<file path="config.mk">
export PLATFORM = sky130hd
export DESIGN_NAME = fixed_frame_receiver_fifo_top
export DESIGN_NICKNAME = d
export VERILOG_FILES = /design/src/hdl/ffr_pkg.sv /design/src/hdl/ffr_deframer.sv /design/src/hdl/ffr_frame_fifo.sv /design/src/hdl/fixed_frame_receiver_fifo_top.sv
export SDC_FILE = /design/constraint.sdc
export NUM_CORES = 1
export LEC_CHECK = 0
export ABC_AREA = 1
export BUFFER_PORTS_ARGS = -buffer_cell sky130_fd_sc_hd__buf_2
export CORE_MARGIN = 2
export CORE_UTILIZATION = 35
export CTS_CLUSTER_SIZE = 40
export DETAILED_ROUTE_END_ITERATION = 16
export GPL_TIMING_DRIVEN = 1
export PLACE_DENSITY_LB_ADDON = 0.3
export SYNTH_ARGS = -nofsm -noshare
export SYNTH_HDL_FRONTEND = slang
export SYNTH_SLANG_ARGS = --single-unit
</file>
<file path="constraint.sdc">
create_clock -name clk -period 5.08 [get_ports clk]
set_input_delay 0.254 -clock clk [delete_from_list [all_inputs] [get_ports clk]]
set_output_delay 0.254 -clock clk [all_outputs]
set_load 0.03 [all_outputs]
</file>
<file path="src/hdl/ffr_pkg.sv">
// Shared types, constants and helpers for the fixed-length frame receiver.
// No dependencies; imported by every module in hdl/.
package ffr_pkg;

    // FIFO sizing
    localparam int FIFO_DEPTH = 8;
    localparam int PTR_W      = (FIFO_DEPTH > 1) ? $clog2(FIFO_DEPTH) : 1;
    localparam int CNT_W      = $clog2(FIFO_DEPTH + 1);

    // Frame layout: header, then five bytes; check byte is the last
    localparam int FRAME_TAIL = 5;
    localparam int IDX_W      = 3;

    // Configuration port
    localparam int CFG_IDX_W = 8;
    typedef logic [CFG_IDX_W-1:0] cfg_idx_t;
    localparam cfg_idx_t REG_HEADER    = cfg_idx_t'(0);
    localparam cfg_idx_t REG_ENABLE_ID = cfg_idx_t'(1);

    localparam logic [7:0] HEADER_RESET    = 8'hAA;
    localparam logic [7:0] ENABLE_ID_RESET = 8'h29;

    // Input action codes
    localparam logic ACT_BYTE = 1'b0;
    localparam logic ACT_POP  = 1'b1;

    typedef logic [PTR_W-1:0] ptr_t;
    typedef logic [CNT_W-1:0] cnt_t;

    // Five frame bytes after the header, byte one in the low bits
    typedef struct packed {
        logic [7:0] check_byte;
        logic [7:0] data_second;
        logic [7:0] data_first;
        logic [7:0] msg_id;
        logic [7:0] second_byte;
    } frame_t;

    // Completion event from the deframer
    typedef struct packed {
        logic done;      // this byte ended a frame
        logic sum_ok;    // zero-sum check passed
        logic is_enable; // message id matches the enable id
    } frm_evt_t;

    // Queue control from the top level to the FIFO
    typedef struct packed {
        logic push;
        logic pop;
    } fifo_ctl_t;

    // FIFO fill level clipped to the four-bit count field
    function automatic logic [3:0] sat_count(input cnt_t c);
        logic [3:0] r;
        if (int'(c) > 15)
            r = 4'd15;
        else
            r = 4'(c);
        return r;
    endfunction

    // Pointer increment with wrap at the FIFO depth
    function automatic ptr_t ptr_inc(input ptr_t p);
        ptr_t r;
        if (int'(p) == FIFO_DEPTH - 1)
            r = '0;
        else
            r = ptr_t'(p + ptr_t'(1));
        return r;
    endfunction

endpackage

</file>
<file path="src/hdl/ffr_deframer.sv">
// Header hunt, five-byte assembly and zero-sum check.
// Depends on ffr_pkg.
module ffr_deframer (
    input  logic            clk,
    input  logic            rst_n,
    input  logic            take,
    input  logic [7:0]      rx_byte,
    input  logic [7:0]      header_value,
    input  logic [7:0]      enable_msg_id,
    output ffr_pkg::frm_evt_t evt,
    output ffr_pkg::frame_t   frame
);
    import ffr_pkg::*;

    logic             in_frame_reg, in_frame_next;
    logic [IDX_W-1:0] idx_reg, idx_next;
    logic [7:0]       buf_reg [FRAME_TAIL-1];
    logic             last_byte;
    logic [7:0]       sum;

    // Current byte is the check byte when the fifth slot is due
    assign last_byte = in_frame_reg && (idx_reg == IDX_W'(FRAME_TAIL));
    assign sum       = buf_reg[1] + buf_reg[2] + buf_reg[3] + rx_byte;

    assign frame.second_byte = buf_reg[0];
    assign frame.msg_id      = buf_reg[1];
    assign frame.data_first  = buf_reg[2];
    assign frame.data_second = buf_reg[3];
    assign frame.check_byte  = rx_byte;

    assign evt.done      = take && last_byte;
    assign evt.sum_ok    = (sum == 8'h00);
    assign evt.is_enable = (buf_reg[1] == enable_msg_id);

    // Hunt / collect sequencing
    always_comb
    begin
        in_frame_next = in_frame_reg;
        idx_next      = idx_reg;
        if (take)
        begin
            if (!in_frame_reg)
            begin
                if (rx_byte == header_value)
                begin
                    in_frame_next = 1'b1;
                    idx_next      = IDX_W'(1);
                end
            end
            else if (last_byte)
            begin
                in_frame_next = 1'b0;
                idx_next      = '0;
            end
            else
            begin
                idx_next = idx_reg + IDX_W'(1);
            end
        end
    end

    always_ff @(posedge clk or negedge rst_n)
    begin
        if (!rst_n)
        begin
            in_frame_reg <= 1'b0;
            idx_reg      <= '0;
        end
        else
        begin
            in_frame_reg <= in_frame_next;
            idx_reg      <= idx_next;
        end
    end

    // Assembly buffer: bytes one to four
    always_ff @(posedge clk)
    begin
        for (int i = 0; i < FRAME_TAIL - 1; i++)
        begin
            if (take && in_frame_reg && (idx_reg == IDX_W'(i + 1)))
                buf_reg[i] <= rx_byte;
        end
    end

endmodule

</file>
<file path="src/hdl/ffr_frame_fifo.sv">
// Frame queue: memory, pointers, fill count and registered read data.
// Depends on ffr_pkg.
module ffr_frame_fifo (
    input  logic               clk,
    input  logic               rst_n,
    input  ffr_pkg::fifo_ctl_t ctl,
    input  ffr_pkg::frame_t    wr_data,
    output ffr_pkg::frame_t    rd_data,
    output ffr_pkg::cnt_t      count,
    output logic               full,
    output logic               empty
);
    import ffr_pkg::*;

    frame_t mem [FIFO_DEPTH];
    frame_t rd_data_reg;
    ptr_t   wr_ptr_reg, rd_ptr_reg;
    cnt_t   count_reg, count_next;

    assign full    = (int'(count_reg) == FIFO_DEPTH);
    assign empty   = (count_reg == '0);
    assign count   = count_reg;
    assign rd_data = rd_data_reg;

    // Caller only pushes when not full and pops when not empty
    always_comb
    begin
        count_next = count_reg;
        if (ctl.push)
            count_next = count_reg + cnt_t'(1);
        else if (ctl.pop)
            count_next = count_reg - cnt_t'(1);
    end

    always_ff @(posedge clk or negedge rst_n)
    begin
        if (!rst_n)
        begin
            wr_ptr_reg <= '0;
            rd_ptr_reg <= '0;
            count_reg  <= '0;
        end
        else
        begin
            count_reg <= count_next;
            if (ctl.push)
                wr_ptr_reg <= ptr_inc(wr_ptr_reg);
            if (ctl.pop)
                rd_ptr_reg <= ptr_inc(rd_ptr_reg);
        end
    end

    // Storage with registered read port
    always_ff @(posedge clk)
    begin
        if (ctl.push)
            mem[wr_ptr_reg] <= wr_data;
        if (ctl.pop)
            rd_data_reg <= mem[rd_ptr_reg];
    end

endmodule

</file>
<file path="src/hdl/fixed_frame_receiver_fifo_top.sv">
// Fixed-length frame receiver: one item a cycle while the result side keeps ready high; an
// item waits in the input register and is processed as it moves into the result register,
// which holds its result until taken; back-to-back items follow with no gaps. A result held
// by a low out_ready keeps the input register full and stalls the input until it is taken.
// Each received byte or pop is checked against the frame state in that single step, limited
// only by the four-byte checksum adder and the FIFO's memory read and write. Queued frames come
// back through a registered read, so popped bytes are valid with the result. Configuration
// writes are always accepted and should be made with no items in flight.
//
// Depends on ffr_pkg, ffr_deframer and ffr_frame_fifo.
module fixed_frame_receiver_fifo_top (
    input  logic                 clk,
    input  logic                 rst_n,
    // configuration
    input  logic                 cfg_valid,
    output logic                 cfg_ready,
    input  ffr_pkg::cfg_idx_t    cfg_index,
    input  logic [7:0]           cfg_data,
    // input items
    input  logic                 in_valid,
    output logic                 in_ready,
    input  logic                 action,
    input  logic [7:0]           rx_byte,
    // result items
    output logic                 out_valid,
    input  logic                 out_ready,
    output logic                 frame_valid,
    output logic                 enable_frame,
    output logic [7:0]           second_byte,
    output logic [7:0]           msg_id,
    output logic [7:0]           data_first,
    output logic [7:0]           data_second,
    output logic [7:0]           check_byte,
    output logic                 bad_checksum,
    output logic                 frame_dropped,
    output logic [3:0]           queued_count
);
    import ffr_pkg::*;

    logic [7:0] header_reg, enable_id_reg;

    logic       s1_valid_reg;
    logic       s1_action_reg;
    logic [7:0] s1_byte_reg;
    logic       advance;

    logic       out_valid_reg;
    logic       frame_valid_reg, enable_frame_reg;
    logic       bad_checksum_reg, frame_dropped_reg;
    frame_t     enable_bytes_reg;

    frm_evt_t   evt;
    frame_t     frame;
    fifo_ctl_t  fifo_ctl;
    frame_t     fifo_rd_data;
    cnt_t       fifo_count;
    logic       fifo_full, fifo_empty;
    logic       take_byte;
    logic       good_enable, bad_sum, drop;
    frame_t     shown;

    // Configuration registers
    assign cfg_ready = 1'b1;

    always_ff @(posedge clk or negedge rst_n)
    begin
        if (!rst_n)
        begin
            header_reg    <= HEADER_RESET;
            enable_id_reg <= ENABLE_ID_RESET;
        end
        else if (cfg_valid)
        begin
            case (cfg_index)
                REG_HEADER:    header_reg    <= cfg_data;
                REG_ENABLE_ID: enable_id_reg <= cfg_data;
                default:       ;
            endcase
        end
    end

    // Input register; the item is worked on as it moves on to the result register
    assign advance  = s1_valid_reg && (!out_valid_reg || out_ready);
    assign in_ready = !s1_valid_reg || advance;

    always_ff @(posedge clk or negedge rst_n)
    begin
        if (!rst_n)
            s1_valid_reg <= 1'b0;
        else if (in_ready)
            s1_valid_reg <= in_valid;
    end

    always_ff @(posedge clk)
    begin
        if (in_valid && in_ready)
        begin
            s1_action_reg <= action;
            s1_byte_reg   <= rx_byte;
        end
    end

    // Frame assembly
    assign take_byte = advance && (s1_action_reg == ACT_BYTE);

    ffr_deframer u_deframer (
        .clk           (clk),
        .rst_n         (rst_n),
        .take          (take_byte),
        .rx_byte       (s1_byte_reg),
        .header_value  (header_reg),
        .enable_msg_id (enable_id_reg),
        .evt           (evt),
        .frame         (frame)
    );

    // Frame disposition
    assign good_enable  = evt.done && evt.sum_ok && evt.is_enable;
    assign bad_sum      = evt.done && !evt.sum_ok;
    assign drop         = evt.done && evt.sum_ok && !evt.is_enable && fifo_full;
    assign fifo_ctl.push = evt.done && evt.sum_ok && !evt.is_enable && !fifo_full;
    assign fifo_ctl.pop  = advance && (s1_action_reg == ACT_POP) && !fifo_empty;

    ffr_frame_fifo u_fifo (
        .clk     (clk),
        .rst_n   (rst_n),
        .ctl     (fifo_ctl),
        .wr_data (frame),
        .rd_data (fifo_rd_data),
        .count   (fifo_count),
        .full    (fifo_full),
        .empty   (fifo_empty)
    );

    // Result register
    always_ff @(posedge clk or negedge rst_n)
    begin
        if (!rst_n)
        begin
            out_valid_reg     <= 1'b0;
            frame_valid_reg   <= 1'b0;
            enable_frame_reg  <= 1'b0;
            bad_checksum_reg  <= 1'b0;
            frame_dropped_reg <= 1'b0;
        end
        else if (advance)
        begin
            out_valid_reg     <= 1'b1;
            frame_valid_reg   <= fifo_ctl.pop;
            enable_frame_reg  <= good_enable;
            bad_checksum_reg  <= bad_sum;
            frame_dropped_reg <= drop;
        end
        else if (out_ready)
        begin
            out_valid_reg <= 1'b0;
        end
    end

    always_ff @(posedge clk)
    begin
        if (good_enable)
            enable_bytes_reg <= frame;
    end

    // Byte fields are zero unless a frame is being shown. FIFO read data and count
    // change only on an advance, so they stay matched to the held result.
    always_comb
    begin
        if (frame_valid_reg)
            shown = fifo_rd_data;
        else if (enable_frame_reg)
            shown = enable_bytes_reg;
        else
            shown = '0;
    end

    assign out_valid     = out_valid_reg;
    assign frame_valid   = frame_valid_reg;
    assign enable_frame  = enable_frame_reg;
    assign bad_checksum  = bad_checksum_reg;
    assign frame_dropped = frame_dropped_reg;
    assign second_byte   = shown.second_byte;
    assign msg_id        = shown.msg_id;
    assign data_first    = shown.data_first;
    assign data_second   = shown.data_second;
    assign check_byte    = shown.check_byte;
    assign queued_count  = sat_count(fifo_count);

endmodule

</file>
* After elaboration in Yosys (flattened, before gate mapping)
Memory sizes are Yosys's and may differ from the RTL's. A register that Yosys moved wholly into a read port is not among the register bits.
Index checks and enable logic that the tools add are counted.
** Word-level totals
- Output and inout bits :: 51
- Memories :: 2
- RAM bits :: 352
- Flip-flop bits (word level) :: 85
- Word-level logic and storage cells :: 113
** Memory list
- u_fifo.mem :: words 8, bits a word 40, read ports 1, clocked after memory_dff 1, write ports 1, line ffr_frame_fifo.sv:15 : frame_t mem [FIFO_DEPTH];
- u_deframer.buf_reg :: words 4, bits a word 8, read ports 4, clocked after memory_dff 0, write ports 1, line ffr_deframer.sv:17 : logic [7:0] buf_reg [FRAME_TAIL-1];
** Operators by class
- $add $sub $neg :: 8
- Equal/unequal tests :: 11
- Reduce and logical (&&, ||, !) cells :: 38
- Multiplexer cells :: 33
- Bitwise operators :: 1
** Operator list (count)
- 2-to-1 mux 40 bit :: 2
- adder 8 bit :: 3
- 2-to-1 mux 8 bit :: 3
- OR reduction 8 bit :: 3
- logical AND 1 bit :: 18
- 2-to-1 mux 1 bit :: 18
- == test 8 bit :: 2
- logical NOT 8 bit :: 2
- 2-to-1 mux 3 bit :: 5
- adder 3 x 1 -> 3 bit (second input constant) :: 3
- == test 3 x 1 -> 1 bit (second input constant) :: 3
- == test 8 x 1 -> 1 bit (second input constant) :: 1
- 2-to-1 mux 4 bit :: 2
- == test 3 x 2 -> 1 bit (second input constant) :: 2
- == test 3 bit (second input constant) :: 2
- logical NOT 1 bit :: 6
- 2-to-1 mux 2 bit :: 3
- AND reduction 2 bit :: 3
- nonzero test 2 bit :: 3
- adder 4 x 1 -> 4 bit (second input constant) :: 1
- == test 4 bit (second input constant) :: 1
- logical NOT 4 bit :: 1
- subtractor 4 x 1 -> 4 bit (second input constant) :: 1
- logical OR 1 bit :: 2
- NOT 1 bit :: 1

* Logic depth before layout (Yosys ltp)
- Word-level depth :: 12
- Depth in mapped cells :: 25

* Modules after synthesis
From an unflattened synthesis, not the netlist that was laid out.
** Second synthesis, totals
- Cells, all modules :: 1914
- Area, all modules :: 20493.4 um^2
** By module, submodules not included
- ffr_frame_fifo :: seq. area each 11060.6 um^2, area each 15145.8 um^2, cells each 1379, instances 1
- fixed_frame_receiver_fifo_top :: seq. area each 2030.7 um^2, area each 3100.5 um^2, cells each 311, instances 1
- ffr_deframer :: seq. area each 1061.0 um^2, area each 2247.2 um^2, cells each 224, instances 1

* Least setup slack after synthesis
No wires, ideal clock.
- Path kind :: reg2reg
- Start :: register s1_byte_reg[1]
- End :: memory u_fifo.mem[0][0] (netlist bit) (enable)
- Path slack :: -0.184 ns
- Data required time :: 4.643 ns
- Period minus slack after synthesis :: 5.264 ns
- Library setup time :: 0.437 ns
- Cell stages (with the launch flop) :: 15
- Arrival :: 4.827 ns
- Cell sequence :: edfxtp_1 fa_1 fa_1 ha_1 inv_1 fa_1 nor3b_1 nand2_1 inv_1 nand3_1 nor2_4 nand4_4 nor2_4 nand3_1 nor2_1
** Between the ends
- Word-level cells in the longest chain between the ends :: 7
** RTL lines
- from (decl) :: line fixed_frame_receiver_fifo_top.sv:44 : logic [7:0] s1_byte_reg;
- from (signal assigned) :: line fixed_frame_receiver_fifo_top.sv:99 : s1_byte_reg <= rx_byte;
- adder 8 bit :: line ffr_deframer.sv:23 : assign sum = buf_reg[1] + buf_reg[2] + buf_reg[3] + rx_byte;
- logical NOT 8 bit :: line ffr_deframer.sv:32 : assign evt.sum_ok = (sum == 8'h00);
- logical AND 1 bit (3 in a row) :: line fixed_frame_receiver_fifo_top.sv:121 : assign fifo_ctl.push = evt.done && evt.sum_ok && !evt.is_enable && !fifo_full;
- 2-to-1 mux 1 bit :: line ffr_frame_fifo.sv:56 : if (ctl.push)
- 2-to-1 mux 1 bit (implied by the code) :: line ffr_frame_fifo.sv:57 : mem[wr_ptr_reg] <= wr_data;
- to (decl) :: line ffr_frame_fifo.sv:15
No other way between the ends.

==> flow_summary.yaml <==
final_layout:
  area_growth_pct: 16.2
  antenna-diode-count: 0
  nets: 1670
  n_fill_cell: 4869
  final_area_sq_um: 22200
  largest_reg_flops: 320
  drive_gt1_share_pct: 12.8
  finalNonFillerCells: 2340
timing:
  setup_ws_ps: 512
  worstMarginPinSlew_ps: 1070
  maxSlewHeadroom_pct: 28.2
  finalHoldViolations: 0
  fin_crit_sh_pct: 89.9
  fmax_mhz: 219
  clock_skew_ps: 14.8
  rsz0062_at_grt: "no"
  finalCriticalPeriod_ps: 4570
  hold_ws_ps: 247
  setup_viol: 0
  finalMaxSlewViolations: 0
clocking:
  path_clk_slew_ps: 60
  post_cts_buffers: 0
  cts.sinks: 477
  clk-insertion-delay-late_ps: 580
  post_cts_resized: 0
  cts_buffer_depth: 3
  cts_buffers: 49
  cts_tree: "built"
  ctsHoldBuffers: 21
  htreeDepth: 2
  root_buffer: "clkbuf_16"
logic_synthesis:
  yosys_warnings: 0
  synthMostInstantiatedCell: "edfxtp_1"
  ys_top_cells_by_count: "441 x edfxtp_1, 300 x nor2_1, 183 x o21ai_0, 173 x nand2_1, 65 x clkbuf_1"
  synthCells: 1504
  synth_top_area_cell: "edfxtp_1"
  yosys-top-cells-area: "edfxtp_1 69%, nor2_1 5.9%, o21ai_0 4.8%"
  async_reset_ff_share_pct: 7.55
  ys_ff_latch: 477
  synth_area_per_cell_sq_um: 12.7
  synth_top_area_share_pct: 69.2
  yosysUniqueCellTypes: 38
  synth_fp_nets: 1567
  syn-cell-area_sq_um: 19100
  seq_area_frac_synth_pct: 74.0
  synth_edf_count: 441
  synth_ff_type: "edfxtp_1"
grt:
  grt_pass1_vias: 11500
  grt_use_total_pct: 16.2
  antenna_found_initial: 2
  overflow: 0
  grt_pass1_wl_um: 69500
  grt_max_degree: 102
floorplan:
  die_y_um: 238
  coreArea_sq_um: 53900
  ioPinCount: 81
  rows: 85
  die_x_um: 238
  start_util_pct: 35.5
  dieArea_sq_um: 56500
run_status:
  outcome: "completed"
worst_setup_path:
  required_ps: 5310
  crit_type: "reg -> reg"
  critPathCaptureType: "register"
  slowest_delay_ps: 530
  cp.arrival_ps: 4800
  crit_chain: "fa_1 > fa_1 > ha_1 > inv_1 > fa_1 > nor3b_1 > nand2_1 > inv_1 > nand3_1 > nor2_4 > nand4_4 > nor2_4 > nand3_1 > nor2_4 > buf_4"
  path_max_fanout: 23
  start_kind: "register"
  critical_path.slowest_cell: "edfxtp_1"
placement:
  hpwl_um: 25800
  place_congestion: 0.803
  portBuffers: 79
  dp_cells: 2231
  dpl_cell_area_sq_um: 20500
  preCtsSetupSlack_ps: 528
flow_run:
  max_cap_violations: 0
routing:
  vias_per_cell: 5.00
  drtIter0Drc: 798
  detail-route-antenna-nets: 0
  num_vias: 11700
  drt-pass1-iter-count: 5
  drc_errors: 0
  wl_per_cell_um: 19.5
  wl_um: 45700
pwr:
  leakage_nw: 7.93
  power-per-cell-area_nw_per_um2: 490
  power_mw: 10.9
  worst_ir_drop_vdd_mv: 0.348
min_path:
  hold_path_class: "in -> reg"
==> cells by family (layout without fill, tap and decap cells) <==
logic type / after synthesis / count (layout) / share of synthesized area, %
buffers and inverters: 139 / 279 / 2.76
xor gates and xnor gates: 15 / 15 / 0.687
adders and majority gates: 33 / 33 / 2.75
AOI/OAI and AO/OA: 278 / 278 / 7.84
and+or+nand+nor: 561 / 561 / 12.0
DFF: 477 / 477 / 74.0
other: 1 / 1 / 0.0196
==> metal layers <==
metal / up-vias / global-route usage (%) / wire length, um
met5: - / 0 / 9
met4: 2 / 5.24 / 1160
met3: 69 / 2.95 / 2610
met2: 313 / 25.9 / 21400
met1: 5775 / 22.5 / 20500
li1: 5547 / - / -
==> final timing paths <==
check	startpoint	endpoint	slack, ps	cells after the start
setup reg to reg	u_deframer.buf_reg[2][1]	u_fifo.mem[2][22]	510	15
setup / recovery	u_deframer.buf_reg[2][1]	u_fifo.mem[2][22]	510	15
hold reg to reg	enable_id_reg[2]	enable_id_reg[2]	490	2
hold / removal	cfg_index[0]	enable_id_reg[0]	250	4
min in group asynchronous	rst_n	enable_id_reg[7]	350	2
max in group asynchronous	rst_n	u_fifo.rd_ptr_reg[0]	4130	2
==> final cells by class <==
cell class / instances / area, sq um / share of cell area, %
tap: 696 / 871 / 3.92
multi-input combinational: 888 / 4510 / 20.3
clock inverter: 24 / 248 / 1.11
sequential: 477 / 14200 / 63.7
inverter: 61 / 233 / 1.05
clock buffer: 64 / 1280 / 5.77
timing repair buffer: 130 / 931 / 4.19
==> per-stage QoR <==
stage	TNS, ps	util (%)
floorplan	-59020	-
global placement	0	38.0
detailed placement	0	38.0
CTS	0	41.2
global route	0	41.2
finish	0	41.2
==> critical path: cells and delay by family (launching register included) <==
family / cells / cell delay, ps
adders and majority gates: 4 / 1730
buffers and inverters: 3 / 520
and+or+nand+nor: 8 / 1430
DFF: 1 / 530
==> where the power goes <==
part           total, mW  internal (mW)  switching [mW]  leakage [nW]
Clock               3.49           2.03            1.46         0.749
Combinational       2.74          0.800            1.94          2.77
Sequential          4.67           4.54           0.127          4.42
Total               10.9           7.37            3.52          7.93
==> placed cells by master (no fill, tap or decap), types with 3 or more instances in the layout <==
| cell | n |
|---|---|
| dlygate4sd3_1 | 21 |
| buf_4 | 22 |
| clkbuf_16 | 49 |
| inv_1 | 57 |
| clkinv_1 | 9 |
| clkbuf_1 | 15 |
| a31oi_1 | 41 |
| buf_2 | 79 |
| o21ai_1 | 4 |
| nor2_1 | 292 |
| buf_12 | 8 |
| dfstp_2 | 7 |
| fa_1 | 15 |
| or2_2 | 5 |
| bufinv_16 | 5 |
| nor2_4 | 10 |
| xnor2_1 | 4 |
| dfrtp_1 | 25 |
| xor2_1 | 11 |
| clkinv_2 | 8 |
| nand3_1 | 63 |
| o21ai_0 | 183 |
| edfxtp_1 | 441 |
| dfrtp_2 | 3 |
| nand2_1 | 173 |
| nand4_1 | 3 |
| nor4_1 | 3 |
| a21oi_1 | 8 |
| o22ai_1 | 40 |
| ha_1 | 18 |
No activity file was read; power rests on OpenSTA's default activity.
